### config.mk
export PLATFORM = sky130hd
export DESIGN_NAME = four_channel_dma_controller_flat
export DESIGN_NICKNAME = d
export VERILOG_FILES = /design/src/design/dma4_pkg.sv /design/src/design/dma4_cmd_if.sv /design/src/design/dma4_rsp_if.sv /design/src/design/four_channel_dma_controller.sv /design/src/design/dma4_chan.sv /design/src/design/dma4_arb.sv /design/src/design/dma4_outq.sv /design/src/flat_wrapper.sv
export SDC_FILE = /design/constraint.sdc
export NUM_CORES = 2
export LEC_CHECK = 0
export ABC_AREA = 1
export BUFFER_PORTS_ARGS = -buffer_cell sky130_fd_sc_hd__buf_2
export CELL_PAD_IN_SITES_DETAIL_PLACEMENT = 2
export CELL_PAD_IN_SITES_GLOBAL_PLACEMENT = 2
export CORE_MARGIN = 2
export CORE_UTILIZATION = 32
export CTS_CLUSTER_DIAMETER = 200
export DETAILED_ROUTE_END_ITERATION = 7
export GPL_TIMING_DRIVEN = 1
export PLACE_DENSITY_LB_ADDON = 0.1
export SYNTH_ARGS = -nofsm -noshare
export SYNTH_HDL_FRONTEND = slang
export SYNTH_SLANG_ARGS = --single-unit
export TNS_END_PERCENT = 30
### constraint.sdc
create_clock -name clk -period 5.51 [get_ports clk]
set_input_delay 0.8265 -clock clk [delete_from_list [all_inputs] [get_ports clk]]
set_output_delay 0.8265 -clock clk [all_outputs]
set_load 0.03 [all_outputs]
### src/design/dma4_pkg.sv
// ============================================================================
// dma4_pkg: shared types and constants of the four-channel DMA controller
// Opcodes, control register fields, channel command and status records, and
// the length and address step helpers.
// ============================================================================
package dma4_pkg;

    localparam int NUM_CHANNELS_DEF = 4;
    localparam int LONG_CHANNEL     = 3;

    localparam int ADDR_W  = 32;
    localparam int REG_W   = 16;
    localparam int COUNT_W = 17;
    localparam int CH_W    = 2;
    localparam int TIM_W   = 2;
    localparam int OP_W    = 3;

    localparam logic [COUNT_W-1:0] MAX_SHORT = 17'h04000;
    localparam logic [COUNT_W-1:0] MAX_LONG  = 17'h10000;

    // Control register bit positions.
    localparam int CTRL_DMODE_LO  = 5;
    localparam int CTRL_SMODE_LO  = 7;
    localparam int CTRL_REPEAT    = 9;
    localparam int CTRL_WORD      = 10;
    localparam int CTRL_TIMING_LO = 12;
    localparam int CTRL_IRQ_EN    = 14;
    localparam int CTRL_ENABLE    = 15;

    typedef enum logic [OP_W-1:0] {
        OP_WR_LEN  = 3'd0,
        OP_WR_SRC  = 3'd1,
        OP_WR_DST  = 3'd2,
        OP_WR_CTRL = 3'd3,
        OP_RD_LEN  = 3'd4,
        OP_RD_CTRL = 3'd5,
        OP_TRIGGER = 3'd6,
        OP_TICK    = 3'd7
    } op_t;

    typedef enum logic [1:0] {
        AM_INC    = 2'd0,
        AM_DEC    = 2'd1,
        AM_FIXED  = 2'd2,
        AM_RELOAD = 2'd3
    } addr_mode_t;

    localparam logic [TIM_W-1:0] TIM_IMMEDIATE = 2'd0;

    // Command as seen by one channel for one accepted item.
    typedef struct packed {
        logic              accept;
        op_t               op;
        logic              hit;
        logic              grant;
        logic [ADDR_W-1:0] value;
        logic [ADDR_W-1:0] mask;
        logic [TIM_W-1:0]  timing;
    } chan_cmd_t;

    // What one channel reports back.
    typedef struct packed {
        logic              request;
        logic [REG_W-1:0]  length;
        logic [REG_W-1:0]  control;
        logic              copy_valid;
        logic [ADDR_W-1:0] copy_source;
        logic [ADDR_W-1:0] copy_dest;
        logic              copy_word;
        logic              irq;
    } chan_stat_t;

    typedef struct packed {
        logic [REG_W-1:0]  read_data;
        logic              copy_valid;
        logic [ADDR_W-1:0] copy_source;
        logic [ADDR_W-1:0] copy_dest;
        logic              copy_word;
        logic              irq_valid;
        logic [CH_W-1:0]   irq_channel;
    } result_t;

    function automatic logic [COUNT_W-1:0] decode_len(input logic is_long,
                                                      input logic [REG_W-1:0] len);
        logic [COUNT_W-1:0] res;
        if (len != '0)
            res = {1'b0, len};
        else if (is_long)
            res = MAX_LONG;
        else
            res = MAX_SHORT;
        return res;
    endfunction

    function automatic logic [ADDR_W-1:0] step_addr(input logic [ADDR_W-1:0] addr,
                                                    input logic [1:0] mode,
                                                    input logic word);
        logic [ADDR_W-1:0] step;
        logic [ADDR_W-1:0] res;
        step = word ? ADDR_W'(4) : ADDR_W'(2);
        case (addr_mode_t'(mode))
            AM_DEC:   res = addr - step;
            AM_FIXED: res = addr;
            default:  res = addr + step;
        endcase
        return res;
    endfunction

endpackage

### src/design/dma4_cmd_if.sv
// ============================================================================
// dma4_cmd_if: command channel of the DMA controller
// Valid/ready channel carrying one register access, trigger or tick per item.
// ============================================================================
interface dma4_cmd_if;
    logic                       valid;
    logic                       ready;
    logic [dma4_pkg::OP_W-1:0]   opcode;
    logic [dma4_pkg::CH_W-1:0]   channel;
    logic [dma4_pkg::ADDR_W-1:0] value;
    logic [dma4_pkg::ADDR_W-1:0] mask;
    logic [dma4_pkg::TIM_W-1:0]  timing;

    modport source (output valid, opcode, channel, value, mask, timing, input ready);
    modport sink   (input valid, opcode, channel, value, mask, timing, output ready);
endinterface

### src/design/dma4_rsp_if.sv
// ============================================================================
// dma4_rsp_if: result channel of the DMA controller
// Valid/ready channel carrying read data, copy commands and interrupts.
// ============================================================================
interface dma4_rsp_if;
    logic                       valid;
    logic                       ready;
    logic [dma4_pkg::REG_W-1:0]  read_data;
    logic                       copy_valid;
    logic [dma4_pkg::ADDR_W-1:0] copy_source;
    logic [dma4_pkg::ADDR_W-1:0] copy_dest;
    logic                       copy_word;
    logic                       irq_valid;
    logic [dma4_pkg::CH_W-1:0]   irq_channel;

    modport source (output valid, read_data, copy_valid, copy_source, copy_dest, copy_word,
                    irq_valid, irq_channel, input ready);
    modport sink   (input valid, read_data, copy_valid, copy_source, copy_dest, copy_word,
                    irq_valid, irq_channel, output ready);
endinterface

### src/design/four_channel_dma_controller.sv
// ============================================================================
// four_channel_dma_controller: multi-channel DMA controller top level
// Register access, triggers and ticks in; read data, element copy commands
// and interrupts out, one result item for every command item.
// ============================================================================
//
//   Channel   Direction   Item carries
//   -------   ---------   ---------------------------------------------------
//   cmd       in          opcode, channel, value, mask, timing
//   rsp       out         read_data, copy_valid/source/dest/word, irq_valid/channel
//
// Every command item is finished in the cycle it is accepted: the channel
// registers update at that clock edge and the result item is loaded into the
// result register (the skid stage if the result side stalls), so one item
// per cycle is sustained while cmd.ready is high. The result register plus a
// skid stage hold two results; cmd.ready drops only when both are full. Reset
// is asynchronous and clears all channel registers and both result slots.
//
module four_channel_dma_controller #(
    parameter int NUM_CHANNELS = dma4_pkg::NUM_CHANNELS_DEF
) (
    input  logic          clk,
    input  logic          rst_n,
    dma4_cmd_if.sink      cmd,
    dma4_rsp_if.source    rsp
);

    // Per-channel command and status records.
    dma4_pkg::chan_cmd_t  chan_cmd  [NUM_CHANNELS];
    dma4_pkg::chan_stat_t chan_stat [NUM_CHANNELS];

    logic [NUM_CHANNELS-1:0] req;
    logic [NUM_CHANNELS-1:0] gnt;
    logic                    accept;
    logic                    can_push;
    dma4_pkg::op_t           op;
    dma4_pkg::result_t       res;
    dma4_pkg::result_t       out_data;

    assign op     = dma4_pkg::op_t'(cmd.opcode);
    assign accept = cmd.valid && cmd.ready;
    assign cmd.ready = can_push;

    // The tick grant goes to the lowest-numbered pending, enabled channel.
    dma4_arb #(
        .NUM_CHANNELS(NUM_CHANNELS)
    ) u_arb (
        .tick (accept && op == dma4_pkg::OP_TICK),
        .req  (req),
        .gnt  (gnt)
    );

    // Channels above the channel field's reach are simply never addressed.
    always_comb
    begin
        for (int i = 0; i < NUM_CHANNELS; i++)
        begin
            chan_cmd[i].accept = accept;
            chan_cmd[i].op     = op;
            chan_cmd[i].hit    = (int'(cmd.channel) == i);
            chan_cmd[i].grant  = gnt[i];
            chan_cmd[i].value  = cmd.value;
            chan_cmd[i].mask   = cmd.mask;
            chan_cmd[i].timing = cmd.timing;
        end
    end

    for (genvar g = 0; g < NUM_CHANNELS; g++)
    begin : g_chan
        dma4_chan #(
            .IS_LONG(g == dma4_pkg::LONG_CHANNEL)
        ) u_chan (
            .clk   (clk),
            .rst_n (rst_n),
            .cmd   (chan_cmd[g]),
            .stat  (chan_stat[g])
        );
        assign req[g] = chan_stat[g].request;
    end

    // Assemble the result item. Only the granted channel drives its copy
    // and interrupt fields, so an OR across channels selects it.
    always_comb
    begin
        res = '0;
        for (int i = 0; i < NUM_CHANNELS; i++)
        begin
            if (int'(cmd.channel) == i)
            begin
                if (op == dma4_pkg::OP_RD_LEN)
                    res.read_data = chan_stat[i].length;
                else if (op == dma4_pkg::OP_RD_CTRL)
                    res.read_data = chan_stat[i].control;
            end
            res.copy_valid  = res.copy_valid  | chan_stat[i].copy_valid;
            res.copy_source = res.copy_source | chan_stat[i].copy_source;
            res.copy_dest   = res.copy_dest   | chan_stat[i].copy_dest;
            res.copy_word   = res.copy_word   | chan_stat[i].copy_word;
            if (chan_stat[i].irq)
            begin
                res.irq_valid   = 1'b1;
                res.irq_channel = dma4_pkg::CH_W'(i);
            end
        end
    end

    dma4_outq u_outq (
        .clk       (clk),
        .rst_n     (rst_n),
        .push      (accept),
        .push_data (res),
        .can_push  (can_push),
        .out_valid (rsp.valid),
        .out_ready (rsp.ready),
        .out_data  (out_data)
    );

    assign rsp.read_data   = out_data.read_data;
    assign rsp.copy_valid  = out_data.copy_valid;
    assign rsp.copy_source = out_data.copy_source;
    assign rsp.copy_dest   = out_data.copy_dest;
    assign rsp.copy_word   = out_data.copy_word;
    assign rsp.irq_valid   = out_data.irq_valid;
    assign rsp.irq_channel = out_data.irq_channel;

    // At most one channel is granted a tick.
    a_grant_onehot: assert property (@(posedge clk) disable iff (!rst_n)
        $onehot0(gnt))
        else $error("more than one channel granted");

    // A grant only happens on an accepted tick, and only to a requester.
    a_grant_legal: assert property (@(posedge clk) disable iff (!rst_n)
        (gnt != '0) |-> (accept && op == dma4_pkg::OP_TICK && (gnt & ~req) == '0))
        else $error("grant without accepted tick or request");

    // Every accepted item leaves a result behind at the next edge.
    a_result_follows: assert property (@(posedge clk) disable iff (!rst_n)
        accept |=> rsp.valid)
        else $error("accepted item produced no result");

    // A copy address set without copy_valid would mean a channel drove it with no copy.
    a_copy_clean: assert property (@(posedge clk) disable iff (!rst_n)
        (rsp.valid && !rsp.copy_valid) |-> (rsp.copy_source == '0 && rsp.copy_dest == '0))
        else $error("copy address without copy_valid");

endmodule

### src/design/dma4_chan.sv
// ============================================================================
// dma4_chan: one DMA channel
// Holds the channel registers and working state and applies one item to them.
// ============================================================================
module dma4_chan #(
    parameter bit IS_LONG = 1'b0
) (
    input  logic                 clk,
    input  logic                 rst_n,
    input  dma4_pkg::chan_cmd_t  cmd,
    output dma4_pkg::chan_stat_t stat
);

    logic [dma4_pkg::REG_W-1:0]   len_reg,   len_next;
    logic [dma4_pkg::ADDR_W-1:0]  src_reg,   src_next;
    logic [dma4_pkg::ADDR_W-1:0]  dst_reg,   dst_next;
    logic [dma4_pkg::REG_W-1:0]   ctrl_reg,  ctrl_next;
    logic [dma4_pkg::COUNT_W-1:0] cnt_reg,   cnt_next;
    logic [dma4_pkg::ADDR_W-1:0]  wsrc_reg,  wsrc_next;
    logic [dma4_pkg::ADDR_W-1:0]  wdst_reg,  wdst_next;
    logic                         pend_reg,  pend_next;

    logic [dma4_pkg::REG_W-1:0]   mask16;
    logic [dma4_pkg::REG_W-1:0]   ctrl_wr;
    logic [dma4_pkg::COUNT_W-1:0] cnt_left;
    logic                         word;
    logic [1:0]                   dmode;

    assign mask16 = cmd.mask[dma4_pkg::REG_W-1:0];
    assign ctrl_wr = (ctrl_reg & ~mask16) | (cmd.value[dma4_pkg::REG_W-1:0] & mask16);
    assign word = ctrl_reg[dma4_pkg::CTRL_WORD];
    assign dmode = ctrl_reg[dma4_pkg::CTRL_DMODE_LO +: 2];
    assign cnt_left = (cnt_reg == '0) ? '0 : cnt_reg - 1'b1;

    always_comb
    begin
        len_next  = len_reg;
        src_next  = src_reg;
        dst_next  = dst_reg;
        ctrl_next = ctrl_reg;
        cnt_next  = cnt_reg;
        wsrc_next = wsrc_reg;
        wdst_next = wdst_reg;
        pend_next = pend_reg;

        stat.request     = pend_reg && ctrl_reg[dma4_pkg::CTRL_ENABLE];
        stat.length      = len_reg;
        stat.control     = ctrl_reg;
        stat.copy_valid  = 1'b0;
        stat.copy_source = '0;
        stat.copy_dest   = '0;
        stat.copy_word   = 1'b0;
        stat.irq         = 1'b0;

        if (cmd.accept)
        begin
            unique case (cmd.op)
                dma4_pkg::OP_WR_LEN:
                begin
                    if (cmd.hit)
                    begin
                        len_next = (len_reg & ~mask16) | (cmd.value[dma4_pkg::REG_W-1:0] & mask16);
                        cnt_next = dma4_pkg::decode_len(IS_LONG, len_next);
                    end
                end
                dma4_pkg::OP_WR_SRC:
                begin
                    if (cmd.hit)
                        src_next = (src_reg & ~cmd.mask) | (cmd.value & cmd.mask);
                end
                dma4_pkg::OP_WR_DST:
                begin
                    if (cmd.hit)
                        dst_next = (dst_reg & ~cmd.mask) | (cmd.value & cmd.mask);
                end
                dma4_pkg::OP_WR_CTRL:
                begin
                    if (cmd.hit)
                    begin
                        ctrl_next = ctrl_wr;
                        if (!ctrl_wr[dma4_pkg::CTRL_ENABLE])
                            pend_next = 1'b0;
                        else if (!ctrl_reg[dma4_pkg::CTRL_ENABLE])
                        begin
                            wsrc_next = src_reg;
                            wdst_next = dst_reg;
                            if (ctrl_wr[dma4_pkg::CTRL_TIMING_LO +: dma4_pkg::TIM_W]
                                == dma4_pkg::TIM_IMMEDIATE)
                                pend_next = 1'b1;
                        end
                    end
                end
                dma4_pkg::OP_TRIGGER:
                begin
                    if (ctrl_reg[dma4_pkg::CTRL_ENABLE]
                        && ctrl_reg[dma4_pkg::CTRL_TIMING_LO +: dma4_pkg::TIM_W] == cmd.timing)
                        pend_next = 1'b1;
                end
                dma4_pkg::OP_TICK:
                begin
                    if (cmd.grant)
                    begin
                        cnt_next = cnt_left;
                        if (cnt_reg != '0)
                        begin
                            stat.copy_valid  = 1'b1;
                            stat.copy_source = wsrc_reg;
                            stat.copy_dest   = wdst_reg;
                            stat.copy_word   = word;
                            wsrc_next = dma4_pkg::step_addr(wsrc_reg,
                                            ctrl_reg[dma4_pkg::CTRL_SMODE_LO +: 2], word);
                            wdst_next = dma4_pkg::step_addr(wdst_reg, dmode, word);
                        end
                        if (cnt_left == '0)
                        begin
                            stat.irq  = ctrl_reg[dma4_pkg::CTRL_IRQ_EN];
                            pend_next = 1'b0;
                            cnt_next  = dma4_pkg::decode_len(IS_LONG, len_reg);
                            if (ctrl_reg[dma4_pkg::CTRL_REPEAT]
                                && ctrl_reg[dma4_pkg::CTRL_TIMING_LO +: dma4_pkg::TIM_W]
                                   != dma4_pkg::TIM_IMMEDIATE)
                            begin
                                if (dma4_pkg::addr_mode_t'(dmode) == dma4_pkg::AM_RELOAD)
                                    wdst_next = dst_reg;
                            end
                            else
                                ctrl_next[dma4_pkg::CTRL_ENABLE] = 1'b0;
                        end
                    end
                end
                default:
                begin
                    // Register reads leave the channel state untouched.
                end
            endcase
        end
    end

    always_ff @(posedge clk or negedge rst_n)
    begin
        if (!rst_n)
        begin
            len_reg  <= '0;
            src_reg  <= '0;
            dst_reg  <= '0;
            ctrl_reg <= '0;
            cnt_reg  <= '0;
            wsrc_reg <= '0;
            wdst_reg <= '0;
            pend_reg <= 1'b0;
        end
        else
        begin
            len_reg  <= len_next;
            src_reg  <= src_next;
            dst_reg  <= dst_next;
            ctrl_reg <= ctrl_next;
            cnt_reg  <= cnt_next;
            wsrc_reg <= wsrc_next;
            wdst_reg <= wdst_next;
            pend_reg <= pend_next;
        end
    end

endmodule

### src/design/dma4_arb.sv
// ============================================================================
// dma4_arb: fixed-priority tick arbiter
// Grants the lowest-numbered requesting channel when a tick is accepted.
// ============================================================================
module dma4_arb #(
    parameter int NUM_CHANNELS = dma4_pkg::NUM_CHANNELS_DEF
) (
    input  logic                    tick,
    input  logic [NUM_CHANNELS-1:0] req,
    output logic [NUM_CHANNELS-1:0] gnt
);

    logic found;

    always_comb
    begin
        gnt   = '0;
        found = 1'b0;
        for (int i = 0; i < NUM_CHANNELS; i++)
        begin
            if (tick && req[i] && !found)
            begin
                gnt[i] = 1'b1;
                found  = 1'b1;
            end
        end
    end

endmodule

### src/design/dma4_outq.sv
// ============================================================================
// dma4_outq: result register with skid stage
// Holds up to two results so the command side can hand over one more
// result while the result side stalls.
// ============================================================================
module dma4_outq (
    input  logic              clk,
    input  logic              rst_n,
    input  logic              push,
    input  dma4_pkg::result_t push_data,
    output logic              can_push,
    output logic              out_valid,
    input  logic              out_ready,
    output dma4_pkg::result_t out_data
);

    logic              out_valid_reg;
    logic              skid_valid_reg;
    dma4_pkg::result_t out_data_reg;
    dma4_pkg::result_t skid_data_reg;
    logic              out_fire;

    assign out_fire  = out_valid_reg && out_ready;
    assign can_push  = !skid_valid_reg;
    assign out_valid = out_valid_reg;
    assign out_data  = out_data_reg;

    always_ff @(posedge clk or negedge rst_n)
    begin
        if (!rst_n)
        begin
            out_valid_reg  <= 1'b0;
            skid_valid_reg <= 1'b0;
        end
        else if (skid_valid_reg)
        begin
            if (out_fire)
                skid_valid_reg <= 1'b0;
        end
        else if (push)
        begin
            if (out_valid_reg && !out_ready)
                skid_valid_reg <= 1'b1;
            else
                out_valid_reg <= 1'b1;
        end
        else if (out_fire)
            out_valid_reg <= 1'b0;
    end

    always_ff @(posedge clk)
    begin
        if (skid_valid_reg)
        begin
            if (out_fire)
                out_data_reg <= skid_data_reg;
        end
        else if (push)
        begin
            if (out_valid_reg && !out_ready)
                skid_data_reg <= push_data;
            else
                out_data_reg <= push_data;
        end
    end

endmodule

### src/flat_wrapper.sv
// flat-port wrapper written by rule: the top's interface ports become plain ports
module four_channel_dma_controller_flat 
#(
    parameter int NUM_CHANNELS = dma4_pkg::NUM_CHANNELS_DEF
)
  (clk, rst_n, cmd_valid, cmd_opcode, cmd_channel, cmd_value, cmd_mask, cmd_timing, cmd_ready, rsp_valid, rsp_read_data, rsp_copy_valid, rsp_copy_source, rsp_copy_dest, rsp_copy_word, rsp_irq_valid, rsp_irq_channel, rsp_ready);
  dma4_cmd_if cmd_i ();
  dma4_rsp_if rsp_i ();
  input  logic clk;
  input  logic rst_n;
  input wire logic [$bits(cmd_i.valid)-1:0] cmd_valid;
  input wire logic [$bits(cmd_i.opcode)-1:0] cmd_opcode;
  input wire logic [$bits(cmd_i.channel)-1:0] cmd_channel;
  input wire logic [$bits(cmd_i.value)-1:0] cmd_value;
  input wire logic [$bits(cmd_i.mask)-1:0] cmd_mask;
  input wire logic [$bits(cmd_i.timing)-1:0] cmd_timing;
  output wire logic [$bits(cmd_i.ready)-1:0] cmd_ready;
  output wire logic [$bits(rsp_i.valid)-1:0] rsp_valid;
  output wire logic [$bits(rsp_i.read_data)-1:0] rsp_read_data;
  output wire logic [$bits(rsp_i.copy_valid)-1:0] rsp_copy_valid;
  output wire logic [$bits(rsp_i.copy_source)-1:0] rsp_copy_source;
  output wire logic [$bits(rsp_i.copy_dest)-1:0] rsp_copy_dest;
  output wire logic [$bits(rsp_i.copy_word)-1:0] rsp_copy_word;
  output wire logic [$bits(rsp_i.irq_valid)-1:0] rsp_irq_valid;
  output wire logic [$bits(rsp_i.irq_channel)-1:0] rsp_irq_channel;
  input wire logic [$bits(rsp_i.ready)-1:0] rsp_ready;
  assign cmd_i.valid = cmd_valid;
  assign cmd_i.opcode = cmd_opcode;
  assign cmd_i.channel = cmd_channel;
  assign cmd_i.value = cmd_value;
  assign cmd_i.mask = cmd_mask;
  assign cmd_i.timing = cmd_timing;
  assign cmd_ready = cmd_i.ready;
  assign rsp_valid = rsp_i.valid;
  assign rsp_read_data = rsp_i.read_data;
  assign rsp_copy_valid = rsp_i.copy_valid;
  assign rsp_copy_source = rsp_i.copy_source;
  assign rsp_copy_dest = rsp_i.copy_dest;
  assign rsp_copy_word = rsp_i.copy_word;
  assign rsp_irq_valid = rsp_i.irq_valid;
  assign rsp_irq_channel = rsp_i.irq_channel;
  assign rsp_i.ready = rsp_ready;
  four_channel_dma_controller #(.NUM_CHANNELS(NUM_CHANNELS)) u_core (.clk(clk), .rst_n(rst_n), .cmd(cmd_i), .rsp(rsp_i));
endmodule
==> summary.txt <==
Status
  – Outcome: finished, final reports clean

Place
  – Placed wire-length estimate: 251200 um
  – Final weighted congestion in routability-driven placement: 0.9617
  – Pre-CTS WS: 1091 ps
  – Count of input and output buffers: 161

STA
  – Hold Worst Slack: 443.1 ps
  – Slew headroom: 15.06%
  – Top achievable clock speed: 219.1 MHz
  – RSZ-0062 raised after global routing: no
  – Max Slew Vio Count: 0
  – Worst setup margin: 945.6 ps
  – Period utilisation layout: 82.84%
  – Slew at the pin with the worst max-slew slack: 1273 ps
  – Min cycle time layout: 4564 ps
  – Max Clock Skew: 31.67 ps
  – Final hold viol count: 0
  – Setup TNS after final layout: 0 ps
  – Finish-stage setup viols: 0

Setup path
  – Category of the most critical setup path: reg -> reg
  – Startpoint types: register
  – Worst flop-to-flop path startpoint: u_core.u_outq.skid_valid_reg$_DFF_PN0_
  – Nature of the critical path endpoint: register
  – Arr. time, crit path: 5230 ps
  – Data required time at the worst endpoint: 6180 ps
  – Worst-path fanout max: 53
  – Crit. Startpoint: u_core.u_outq.skid_valid_reg$_DFF_PN0_

Min path
  – Hold path startpoint: rsp_ready
  – Worst min-delay path class: in -> reg

Layout
  – Fraction of layout instances using a drive strength above 1: 6.801%
  – Area added between synthesis and finish: 12.58%
  – Final Net Count: 8985

Yosys
  – Ys Warns: 0
  – Post-synth cell types: 60
  – Portion of the post-synthesis area used by sequential elements: 38.27%
  – Synth Area per Inst: 6.993 sq um
  – FF+latch count, synth: 884
  – Synthesized net count: 8910
  – Share of synthesized registers carrying an async set or reset: 80.77%
  – Number of instances in the synthesized netlist: 8583
  – Most common flop cell mapped by yosys: sky130_fd_sc_hd__dfrtp_1
  – EDFF count, synth: 170
  – Synthesized area: 0.06002 sq mm

Clock network
  – Clk sinks: 884
  – Number of buffers added to fix hold violations after cts: 1
  – CTS root buf: sky130_fd_sc_hd__clkbuf_16
  – Postcts setup bufs: 0
  – Clock tree from TritonCTS: yes
  – Clock latency at the later pin of the worst-skew pair: 770 ps
  – Number of buffers between clock root and the deepest sink: 3
  – Clk pin slew, worst setup/hold paths: 60 ps
  – CTS H-tree lvls: 3
  – Quantity of gates resized following cts: 0
  – Clock buffer count from CTS: 110

Power and ir drop
  – Maximum vdd ir drop: 251.1 uV
  – Leakage: 31.22 nW
  – Power density over the cells: 466.5 mW/mm^2
  – Power Total: 31.52 mW

GRT
  – Number of global-route vias before repair: 66970
  – First-pass GRT wire length: 482000 um
  – Overall routing resource usage: 34.27%
  – Initial antenna violation count: 31
  – Largest net degree at the start of global routing: 157
  – Global route total overflow: 0

Floorplanning
  – IO Count: 162
  – Height of the die: 437.1 um
  – Initial cell density of the core: 32.30%
  – Number of cell rows: 158
  – Die Width: 437.1 um
  – Core region area: 0.1858 sq mm
  – Total die area: 0.1910 sq mm

Route
  – Vias: 64290
  – First drt pass iteration count: 6
  – DRC violation total after the first TritonRoute iteration: 5495
  – Final Routed Wirelength: 333800 um
  – Post-detailed-route wirelength per cell: 29.68 um
  – Post-DRT Antenna Nets: 0
  – Final routed DRC violation total: 0
  – Average via count per standard cell: 5.716

Job
  – Max_cap viols: 0
[Yosys cell counts (all sizes together) (21+ instances only)]
| cell | number | area share [%] |
|---|---|---|
| dfrtp | 714 | 30 |
| a21boi | 27 | 0.34 |
| nor2 | 826 | 5.4 |
| buf | 92 | 0.87 |
| nand2 | 2490 | 16 |
| xor2 | 89 | 1.3 |
| a31oi | 51 | 0.53 |
| edfxtp | 170 | 8.5 |
| or2 | 27 | 0.28 |
| nor3 | 91 | 0.79 |
| o211ai | 81 | 1.0 |
| o21bai | 67 | 0.84 |
| nand3 | 471 | 4.0 |
| ha | 252 | 5.3 |
| a21o | 47 | 0.59 |
| nor4 | 56 | 0.58 |
| o21ai | 938 | 7.8 |
| nand4 | 149 | 1.6 |
| o21a | 21 | 0.26 |
| clkbuf | 215 | 1.3 |
| a21oi | 546 | 4.6 |
| o22ai | 74 | 0.77 |
| inv | 957 | 6.0 |
| xnor2 | 41 | 0.60 |
[area by class of cell]
class,count,area [sq um]
inverter,962,3622
clock buffer,152,3143
fill,22220,118300
clock inverter,51,718.2
multi-input combinational,6430,32200
antenna,18,45.04
timing repair buffer,270,1762
sequential,884,22980
tap,2480,3103
[per-layer routing]
metal / GRT usage (%) / routed length [um] / up-vias
li1: - / - / 28650
met1: 46.83 / 148800 / 33290
met4: 14.95 / 15210 / 8
met2: 54.05 / 150500 / 1837
met5: 0 / 46 / -
met3: 4.590 / 19310 / 511
[cell usage in the layout, fill, tap and decap left out, types with 27 or more instances in the layout]
master / instances
sky130_fd_sc_hd__buf_2: 160
sky130_fd_sc_hd__nor2_2: 40
sky130_fd_sc_hd__o21bai_1: 67
sky130_fd_sc_hd__ha_1: 252
sky130_fd_sc_hd__nor3_1: 88
sky130_fd_sc_hd__o211ai_1: 81
sky130_fd_sc_hd__inv_1: 939
sky130_fd_sc_hd__nor2_1: 769
sky130_fd_sc_hd__o22ai_1: 74
sky130_fd_sc_hd__nand4_1: 147
sky130_fd_sc_hd__or2_2: 27
sky130_fd_sc_hd__dfrtp_1: 713
sky130_fd_sc_hd__o21ai_1: 44
sky130_fd_sc_hd__clkbuf_16: 112
sky130_fd_sc_hd__buf_4: 98
sky130_fd_sc_hd__a31oi_1: 51
sky130_fd_sc_hd__edfxtp_1: 170
sky130_fd_sc_hd__xnor2_1: 41
sky130_fd_sc_hd__nand3_1: 462
sky130_fd_sc_hd__xor2_1: 89
sky130_fd_sc_hd__a21o_1: 47
sky130_fd_sc_hd__a21oi_1: 544
sky130_fd_sc_hd__nand2_1: 2472
sky130_fd_sc_hd__nor4_1: 56
sky130_fd_sc_hd__o21ai_0: 892
[final timing paths]
check                      cells after the start                                               end  slack, ps
min reg2reg                                    2  u_core.g_chan[1].u_chan.wsrc_reg[31]$_DFFE_PN0P_        490
max reg2reg                                   15  u_core.g_chan[2].u_chan.wdst_reg[28]$_DFFE_PN0P_        950
min                                            3            u_core.u_outq.skid_valid_reg$_DFF_PN0_        440
min in group asynchronous                      2  u_core.g_chan[0].u_chan.wsrc_reg[28]$_DFFE_PN0P_        560
max in group asynchronous                      4    u_core.g_chan[2].u_chan.len_reg[1]$_DFFE_PN0P_       3400
max                                           15  u_core.g_chan[2].u_chan.wdst_reg[28]$_DFFE_PN0P_        950
[worst max-delay path, stage by stage, from the launching register on]
cell and delay (ps):
sky130_fd_sc_hd__dfrtp_4 910, sky130_fd_sc_hd__inv_4 310, sky130_fd_sc_hd__nand2_4 230, sky130_fd_sc_hd__inv_2 90, sky130_fd_sc_hd__nand2_4 120, sky130_fd_sc_hd__nor2_4 70
sky130_fd_sc_hd__nor2_2 180, sky130_fd_sc_hd__nand2_1 140, sky130_fd_sc_hd__inv_2 350, sky130_fd_sc_hd__nor2_2 120, sky130_fd_sc_hd__nor2_2 180, sky130_fd_sc_hd__nand2_2 390
sky130_fd_sc_hd__inv_2 920, sky130_fd_sc_hd__nand2_1 160, sky130_fd_sc_hd__nor2_1 170, sky130_fd_sc_hd__nor2_1 60
[kinds of logic (layout without fill, tap and decap cells)]
| logic type | after synthesis | count (layout) | share of synthesized area [%] |
|---|---|---|---|
| simple gates | 4135 | 4135 | 28.70 |
| fa+ha+maj | 252 | 252 | 5.253 |
| xor+xnor | 130 | 130 | 1.897 |
| other cells | 0 | 18 | 0 |
| flops | 884 | 884 | 38.27 |
| compound gates | 1913 | 1913 | 17.63 |
| buf+inv | 1269 | 1435 | 8.241 |
[through the flow]
step | std cells | util [%] | instance area, sq um
CTS | 11230 | 36.34 | 67530
global placement | 11030 | 34.25 | 63650
global route | 11230 | 36.34 | 67530
floorplan | 8583 | - | 60020
detailed placement | 11030 | 34.25 | 63650
finish | 11250 | 36.36 | 67570
[where the power goes]
| group | switching (mW) | total (mW) | internal (mW) |
|---|---|---|---|
| registers | 2.49 | 11.2 | 8.71 |
| logic | 8.82 | 12.3 | 3.50 |
| clock network | 3.32 | 8.00 | 4.69 |
Note: power is estimated with default switching activity, not from simulation.
